--- src/hdl/hcm_pkg.sv ---
package hcm_pkg;

  localparam logic [7:0] CharEnd   = 8'h3B;  // ';'
  localparam logic [7:0] CharRead  = 8'h72;  // 'r'
  localparam logic [7:0] CharWrite = 8'h77;  // 'w'
  localparam logic [7:0] CharColon = 8'h3A;  // ':' , entry 0 after reset
  localparam logic [7:0] CaseMask  = 8'hDF;

  typedef struct packed {
    logic        valid;
    logic        is_write;
    logic [15:0] address;
    logic [7:0]  value;
  } req_t;

  // Nibble value as a 16-bit two's complement pattern; non-hex codes are not rejected.
  function automatic logic [15:0] hex_value(input logic [7:0] code);
    logic [15:0] v;
    v = {8'h00, code} - 16'd48;
    if ($signed(v) > 16'sd9) begin
      v = {8'h00, code & CaseMask} - 16'd55;
    end
    return v;
  endfunction

endpackage

--- src/hdl/hcm_decode.sv ---
module hcm_decode #(
  parameter int LINE_DEPTH = 16,
  localparam int PW = $clog2(LINE_DEPTH)
) (
  input  logic [7:0]    ch_i,
  input  logic [PW-1:0] pos_i,
  input  logic [15:0]   addr_i,
  input  logic [7:0]    store_i [LINE_DEPTH],
  output logic [7:0]    store_o [LINE_DEPTH],
  output logic [PW-1:0] pos_o,
  output logic [15:0]   addr_o,
  output hcm_pkg::req_t req_o
);

  logic [PW-1:0] pos_inc;
  logic [7:0]    line [LINE_DEPTH];
  logic [15:0]   nib [1:6];
  logic [15:0]   parsed_addr;
  logic [7:0]    parsed_data;
  logic          is_end;

  assign pos_inc = (pos_i == PW'(LINE_DEPTH - 1)) ? '0 : pos_i + 1'b1;
  assign is_end  = (ch_i == hcm_pkg::CharEnd);

  // Store the character, then a zero after it.
  always_comb begin
    for (int k = 0; k < LINE_DEPTH; k++) begin
      if (PW'(k) == pos_i) begin
        line[k] = ch_i;
      end else if (PW'(k) == pos_inc) begin
        line[k] = 8'h00;
      end else begin
        line[k] = store_i[k];
      end
    end
  end

  always_comb begin
    for (int k = 1; k <= 6; k++) begin
      nib[k] = hcm_pkg::hex_value(line[k]);
    end
  end

  assign parsed_addr = {nib[1][3:0], 12'h000} + {nib[2][7:0], 8'h00}
                     + {nib[3][11:0], 4'h0} + nib[4];
  assign parsed_data = {nib[5][3:0], 4'h0} | nib[6][7:0];

  always_comb begin
    store_o = line;
    pos_o   = pos_inc;
    addr_o  = addr_i;
    req_o   = '0;
    if (is_end) begin
      priority if (pos_inc == PW'(1)) begin
        // Bare ';' : step to the next address and read it.
        pos_o         = '0;
        addr_o        = addr_i + 16'd1;
        req_o.valid   = 1'b1;
        req_o.address = addr_i + 16'd1;
      end else if (pos_inc != '0) begin
        store_o[0]    = 8'h00;
        pos_o         = '0;
        addr_o        = parsed_addr;
        req_o.address = parsed_addr;
        if (line[0] == hcm_pkg::CharRead) begin
          req_o.valid = 1'b1;
        end else if (line[0] == hcm_pkg::CharWrite) begin
          req_o.valid    = 1'b1;
          req_o.is_write = 1'b1;
          req_o.value    = parsed_data;
        end
      end else begin
        // Position wrapped to zero: nothing beyond the store.
        req_o = '0;
      end
    end
  end

endmodule

--- src/hdl/hex_command_monitor.sv ---
// A word accepted at the input handshake is held in the input register and decoded
// from there; its request is loaded into the output register when the input register
// advances, which raises out_valid_o.
// Throughput: one word per cycle while out_ready_i is high; a stalled request holds
// one further word in the input register and then drops in_ready_o.
// Reset (rst_ni low, asynchronous): both registers empty, position and address 0,
// line entry 0 set to ':' and all other entries cleared.
module hex_command_monitor #(
  parameter int LINE_DEPTH = 16
) (
  input  logic        clk_i,
  input  logic        rst_ni,
  input  logic        in_valid_i,
  output logic        in_ready_o,
  input  logic [7:0]  character_i,
  output logic        out_valid_o,
  input  logic        out_ready_i,
  output logic        is_write_o,
  output logic [15:0] bus_address_o,
  output logic [7:0]  write_value_o
);

  localparam int PW = $clog2(LINE_DEPTH);

  logic          in_valid_q;
  logic [7:0]    char_q;
  logic [7:0]    store_q [LINE_DEPTH];
  logic [7:0]    store_d [LINE_DEPTH];
  logic [PW-1:0] pos_q, pos_d;
  logic [15:0]   addr_q, addr_d;
  hcm_pkg::req_t req_d;
  logic          out_valid_q;
  logic          is_write_q;
  logic [15:0]   address_q;
  logic [7:0]    value_q;
  logic          adv;

  assign adv        = in_valid_q && (!out_valid_q || out_ready_i);
  assign in_ready_o = !in_valid_q || adv;

  hcm_decode #(.LINE_DEPTH(LINE_DEPTH)) u_decode (
    .ch_i   (char_q),
    .pos_i  (pos_q),
    .addr_i (addr_q),
    .store_i(store_q),
    .store_o(store_d),
    .pos_o  (pos_d),
    .addr_o (addr_d),
    .req_o  (req_d)
  );

  always_ff @(posedge clk_i or negedge rst_ni) begin
    if (!rst_ni) begin
      in_valid_q <= 1'b0;
    end else if (in_ready_o) begin
      in_valid_q <= in_valid_i;
    end
  end

  always_ff @(posedge clk_i) begin
    if (in_ready_o && in_valid_i) begin
      char_q <= character_i;
    end
  end

  always_ff @(posedge clk_i or negedge rst_ni) begin
    if (!rst_ni) begin
      for (int k = 0; k < LINE_DEPTH; k++) begin
        store_q[k] <= (k == 0) ? hcm_pkg::CharColon : 8'h00;
      end
      pos_q  <= '0;
      addr_q <= '0;
    end else if (adv) begin
      store_q <= store_d;
      pos_q   <= pos_d;
      addr_q  <= addr_d;
    end
  end

  always_ff @(posedge clk_i or negedge rst_ni) begin
    if (!rst_ni) begin
      out_valid_q <= 1'b0;
    end else if (adv) begin
      out_valid_q <= req_d.valid;
    end else if (out_ready_i) begin
      out_valid_q <= 1'b0;
    end
  end

  always_ff @(posedge clk_i) begin
    if (adv && req_d.valid) begin
      is_write_q <= req_d.is_write;
      address_q  <= req_d.address;
      value_q    <= req_d.value;
    end
  end

  assign out_valid_o   = out_valid_q;
  assign is_write_o    = is_write_q;
  assign bus_address_o = address_q;
  assign write_value_o = value_q;

  // Every request restarts the line.
  a_req_restarts: assert property (@(posedge clk_i) disable iff (!rst_ni)
    adv && req_d.valid |=> pos_q == '0)
    else $error("request issued without restarting the line");

  // The current address follows the address of the last request.
  a_addr_tracks: assert property (@(posedge clk_i) disable iff (!rst_ni)
    adv && req_d.valid |=> addr_q == bus_address_o)
    else $error("current address differs from issued address");

  // Read requests carry a zero data byte.
  a_read_zero: assert property (@(posedge clk_i) disable iff (!rst_ni)
    out_valid_o && !is_write_o |-> write_value_o == 8'h00)
    else $error("read request with nonzero data");

  // A held input word keeps its character while the output stalls.
  a_hold_input: assert property (@(posedge clk_i) disable iff (!rst_ni)
    in_valid_q && !adv |=> in_valid_q && $stable(char_q))
    else $error("stalled input word lost");

endmodule
--- config.mk ---
export PLATFORM = sky130hd
export DESIGN_NAME = hex_command_monitor
export DESIGN_NICKNAME = d
export VERILOG_FILES = /design/src/hdl/hcm_pkg.sv /design/src/hdl/hcm_decode.sv /design/src/hdl/hex_command_monitor.sv
export SDC_FILE = /design/constraint.sdc
export NUM_CORES = 1
export LEC_CHECK = 0
export BUFFER_PORTS_ARGS = -buffer_cell sky130_fd_sc_hd__buf_4
export CAP_MARGIN = 0
export CORE_ASPECT_RATIO = 1.5
export CORE_MARGIN = 2
export CORE_UTILIZATION = 35
export CTS_BUF_LIST = sky130_fd_sc_hd__clkbuf_8
export CTS_CLUSTER_DIAMETER = 100
export DETAILED_ROUTE_END_ITERATION = 7
export GPL_ROUTABILITY_DRIVEN = 0
export GPL_TIMING_DRIVEN = 1
export SETUP_SLACK_MARGIN = 0.4
export SYNTH_ARGS = -nofsm -noshare
export SYNTH_HDL_FRONTEND = slang
export SYNTH_HIERARCHICAL = 1
export SYNTH_SLANG_ARGS = --single-unit
export TNS_END_PERCENT = 1
--- constraint.sdc ---
create_clock -name clk_i -period 16.4 [get_ports clk_i]
set_input_delay 2.46 -clock clk_i [delete_from_list [all_inputs] [get_ports clk_i]]
set_output_delay 2.46 -clock clk_i [all_outputs]
set_load 0.005 [all_outputs]
* After elaboration in Yosys (flattened, before gate mapping)
Cells that the tools add are included.
Widths: inputs -> output; s select.
** Word-level totals
- Bits in registers :: 111
- Latch bits :: 0
- Bits in writable memories :: 0
- Bits in read-only memories :: 0
- Bits of input ports :: 12
- Output and inout port bits :: 27
- Word-level logic and storage cells :: 116
- Memories :: 0
** Operators by class
- Add/subtract/negate cells :: 17
- $mul :: 0
- Divide/modulo/power cells :: 0
- Order comparisons :: 6
- Equality and inequality tests :: 17
- Shift operators :: 0
- Muxes and demuxes :: 42
- Bitwise gates (word level) :: 4
- Reduce and logical (&&, ||, !) cells :: 15
** Operators with widths (number)
- $mux 8 :: 22
- $sub 8x6->9 const B :: 8
- $mux 16 :: 4
- $mux 26 :: 2
- $add 16x16->16 :: 3
- $gt 9x5->1 const B :: 5
- $eq 3x4->1 const A :: 6
- $mux 4 :: 6
- $add 16x1->16 const B :: 1
- $eq 2x4->1 const A :: 4
- $eq 8x7->1 const B :: 2
- $gt 16x5->1 const B :: 1
- $sub 8x6->8 const B :: 2
- $mux 12 :: 1
- $eq 1x4->1 const A :: 2
- $eq 8x6->1 const B :: 1
- $logic_not 4->1 :: 2
- $or 8x8->8 :: 1
- $sub 4x3->4 const B :: 2
- $mux 1 :: 6
- $reduce_or 5->1 :: 1
- $add 4x1->4 const B :: 1
- $eq 4x1->1 const B :: 1
- $eq 4x4->1 const B :: 1
- other kinds (9) :: 16

* Longest topological paths before layout
- Depth in word-level cells :: 15
- Mapped depth :: 31
- Mapped depth without buffers :: 29

* Cells and area by module
Netlist, hierarchy kept.
** By module, submodules not included
- hex_command_monitor :: times used 1, cells an instance 356, area an instance 7025.5 um^2, sequential area each 4749.6 um^2
- hcm_decode :: times used 1, cells an instance 803, area an instance 5461.5 um^2, sequential area each 0.0 um^2

* Worst setup path before layout
No wires, ideal clock.
- Path type :: reg-to-reg
- Start point :: reg pos_q[0]
- End point :: reg addr_q[15]
- Library setup time :: 0.125 ns
- Data arrival time :: 6.478 ns
- Required time :: 16.275 ns
- Slack :: 9.798 ns
- Cell stages (with the launch flop) :: 28
- Buffers on the path :: 2
- Clock period less this slack :: 6.602 ns
- Cell sequence :: dfrtp_1 -> buf_4 -> inv_1 -> ha_1 -> and3b_1 -> clkbuf_1 -> o31ai_1 -> ha_1 -> nand2_1 -> or3b_1 -> a22oi_2 -> and2_4 -> mux2i_1 -> mux2i_1 -> ha_1 -> ha_1 -> ha_1 -> a21o_1 -> a21oi_1 -> nor2b_1 -> o21a_1 -> o41a_1 -> a21o_1 -> a21oi_1 -> xnor3_1 -> xnor3_1 -> a221o_1 -> mux2_2
** RTL lines
- start: declaration :: line hex_command_monitor.sv:29 : logic [PW-1:0] pos_q, pos_d;
- start signal: assignment :: line hex_command_monitor.sv:75 : pos_q <= pos_d;
- end signal: assignment :: line hex_command_monitor.sv:76 : addr_q <= addr_d;
- end: declaration :: line hex_command_monitor.sv:30 : logic [15:0] addr_q, addr_d;

* Worst setup path in the final report
- Start point :: reg pos_q[0]
- End point :: reg addr_q[15]
** Between the ends
- Cells in the longest elaborated chain, start to end :: 13
- Elaborated cells on any way between the ends :: 44
- Those cells by class :: 12 x add/sub; 4 x order compare; 10 x eq/ne; 15 x mux; 3 x reduce/logical
** Ends and longest elaborated chain
- $add 4x1->4 / $eq 4x4->1 (equally long branches) :: line hcm_decode.sv:22 : assign pos_inc = (pos_i == PW'(LINE_DEPTH - 1)) ? '0 : pos_i + 1'b1;
- $mux 4 :: line hcm_decode.sv:22
- $eq 2x4->1 / $eq 1x4->1 (equally long branches) :: line hcm_decode.sv:30, hcm_decode.sv:54
- $mux 8 :: line hcm_decode.sv:30 : end else if (PW'(k) == pos_inc) begin
- $mux 8 :: line hcm_decode.sv:28 : if (PW'(k) == pos_i) begin
- $sub 8x6->9 :: line hcm_pkg.sv:19 : v = {8'h00, code} - 16'd48;
- $gt 9x5->1 :: line hcm_pkg.sv:20 : if ($signed(v) > 16'sd9) begin
- $mux 8 / $mux 4 (equally long branches) :: line hcm_pkg.sv:20
- $add 16x16->16 :: line hcm_decode.sv:44 : assign parsed_addr = {nib[1][3:0], 12'h000} + {nib[2][7:0], 8'h00}
- $add 16x16->16 (2 in series) :: line hcm_decode.sv:45 : + {nib[3][11:0], 4'h0} + nib[4];
- $mux 16 :: line hcm_decode.sv:60 : end else if (pos_inc != '0) begin
- $mux 16 :: line hcm_decode.sv:54 : priority if (pos_inc == PW'(1)) begin
Parallel ways exist; a longest one is shown, timed or not. The select of a mux whose other input is x is not followed.
A chain may end at the register's enable or synchronous reset.

==> summary.txt <==
Job
  • Max cap viols: 0

Logic synthesis
  • Syn nets: 982
  • Yosys Warn Count: 6
  • Synth Cell Area: 8770 um2
  • Mean post-synth cell area: 9.69 um2
  • Syn Inst Count: 905

Worst setup path
  • Critical path's largest stage delay: 0.75 ns
  • Critical Path Start: pos_q[0]
  • Critical Path AT: ~8.0 ns
  • FF-to-FF Start: pos_q[0]
  • CP required: 16.70 ns
  • Setup CP Type: reg2reg
  • Critical-path top delay cell: nor3b_2
  • Most used cell, CP: ha_1
  • Crit. End Element: flip-flop
  • Critical Path Source Type: flip-flop
  • Worst R2R End: addr_q[15]
  • FF-to-FF path depth: 26
  • Reg-to-reg slack, setup: roughly 8.7 ns
  • Worst Path Max Fanout: 14

Floorplan
  • Die Span Y: 198 um
  • Row count: 71
  • Initial Util: 35.3%
  • Die X: 133 um
  • Die ar.: 26400 um2
  • Ports: 39
  • Placeable Area: 24900 um2

GRT
  • Number of global-route vias before repair: 6707
  • First-pass GRT wire length: 35.1 mm
  • Overflow after GRT: 0
  • Pin count of the biggest net entering global routing: 58
  • Initial antenna violation count: 0
  • Total GRT Usage: 16.9%

Timing
  • Final hold violations: 0
  • WHS: just over 0.5 ns
  • Final min period: 7.72 ns
  • Worst-Margin Slew: 0.946 ns
  • Setup tns final: 0 ns
  • Final Slew Violations: 0
  • Worst slew margin: 36.9%
  • Post-route clock period utilization: 47.1%
  • RSZ-0062 raised after global routing: no
  • # setup viols final: 0
  • F_max: between 100 and 150 MHz
  • Setup Skew: 0.0217 ns

Finish
  • Post-route insts no fill: around 1.2k
  • P&R area growth vs syn: 8.53%
  • Ant diodes: 0
  • Proportion of layout cells with a drive suffix above 1: 19.5%
  • Post-layout nets: 990
  • Fillers: 2506
  • Post-layout util: 38.3%

Clock network
  • Clock buffer depth: 2
  • CTS tree: yes
  • H-tree levels: 3
  • Clk sinks: 111
  • Total CTS buffers: 9
  • Clock root buffer: clkbuf_8
  • # Post-CTS Setup Buffers: 0
  • Cts hold-fix bufs: 0
  • Clock Pin Slew Worst Setup and Hold Paths: 0.11 ns
  • Clock latency on the worst-skew pair: 0.42 ns
  • CTS resizes: 0

Drt
  • Residual DRC: 0
  • Vias post-DR: 6806
  • DRT antenna net count: 0
  • 1st-iter DRT viols: 513
  • Via-per-instance ratio: 5.46
  • Drt pass-1 iters: 5
  • Final wirelength: 21.7 mm
  • Routed len/inst: 17.5 um

Placed design
  • Placed Cells: about 1.2k
  • I/O Buffers: 38
  • Post-DP HPWL: ~16 mm

Min path
  • HP Class: reg2reg
  • Hold Crit Start: store_q[103]
  • Worst hold stages: 1
  • Hold endpoint: store_q[103]

Run status
  • Status: complete, no violations
==> worst max-delay path by stage <==
stage	depth (start not counted)	slack (ns)	end
CTS	26	8.73	addr_q[15]
detailed placement	26	8.78	addr_q[15]
finish	26	8.68	addr_q[15]
floorplan	27	9.81	addr_q[15]
global route	26	8.10	addr_q[15]
global placement	26	8.92	addr_q[15]
==> placed cells by master, fill, tap and decap left out, types with 10 or more instances in the layout <==
| cell type | instances |
|---|---|
| nand2_1 | 103 |
| dfrtp_1 | 74 |
| ha_1 | 60 |
| inv_1 | 54 |
| buf_4 | 53 |
| nor2_1 | 51 |
| a21oi_1 | 47 |
| mux2_4 | 39 |
| mux2_2 | 38 |
| xnor2_1 | 35 |
| edfxtp_1 | 33 |
| o21ai_0 | 33 |
| nand3_1 | 30 |
| xor2_1 | 19 |
| a31oi_1 | 14 |
| a22o_1 | 12 |
| a22oi_1 | 10 |
==> worst max-delay path, delay by kind of cell, from the launching register on <==
family                   cells  cell delay [ns]
XOR/XNOR                     4             0.93
flip-flops                   1             0.56
multiplexers                 1             0.25
buffers and inverters        2             0.31
adder cells (fa/ha/maj)      5             1.75
AND/OR/NAND/NOR              3             0.99
AO/OA/AOI/OAI               11             2.81
==> state kept, by name, indices dropped and copies added, names as in the netlist <==
name,flops
in_valid_q,1
write_value_o,8
pos_q,4
char_q,8
store_q,56
bus_address_o,16
addr_q,16
out_valid_o,1
is_write_o,1
==> cell type report <==
type	count	area, um2	area share (%)
Timing Repair Buffer	53	398	4.18
Multi-Input combinational cell	683	5320	55.9
Sequential cell	111	2950	31.0
Clock inverter	7	111	1.17
Clock buffer	9	124	1.30
Inverter	55	206	2.17
Tap cell	328	410	4.31
==> routing by layer <==
metal / wire length, um / GRT usage [%] / vias to the layer above / share of wire [%]
li1: - / - / 3269 / -
met1: 8780 / 18.9 / 3331 / 40
met2: 11600 / 31.9 / 164 / 53
met3: 765 / 2.23 / 42 / 3.5
met4: 588 / 6.70 / 0 / 2.7
met5: 0 / 0 / - / 0
==> metrics by stage <==
stage	setup WS (ns)	instance area (um2)
3_3_place_gp	8.92	9290
4_1_cts	8.73	9520
5_1_grt	8.10	9520
3_5_place_dp	8.78	9290
2_1_floorplan	9.81	8770
6_report	8.68	9520
Power is not shown: default switching activity piles up to over one toggle a cycle in this logic, so the estimate is an artifact.
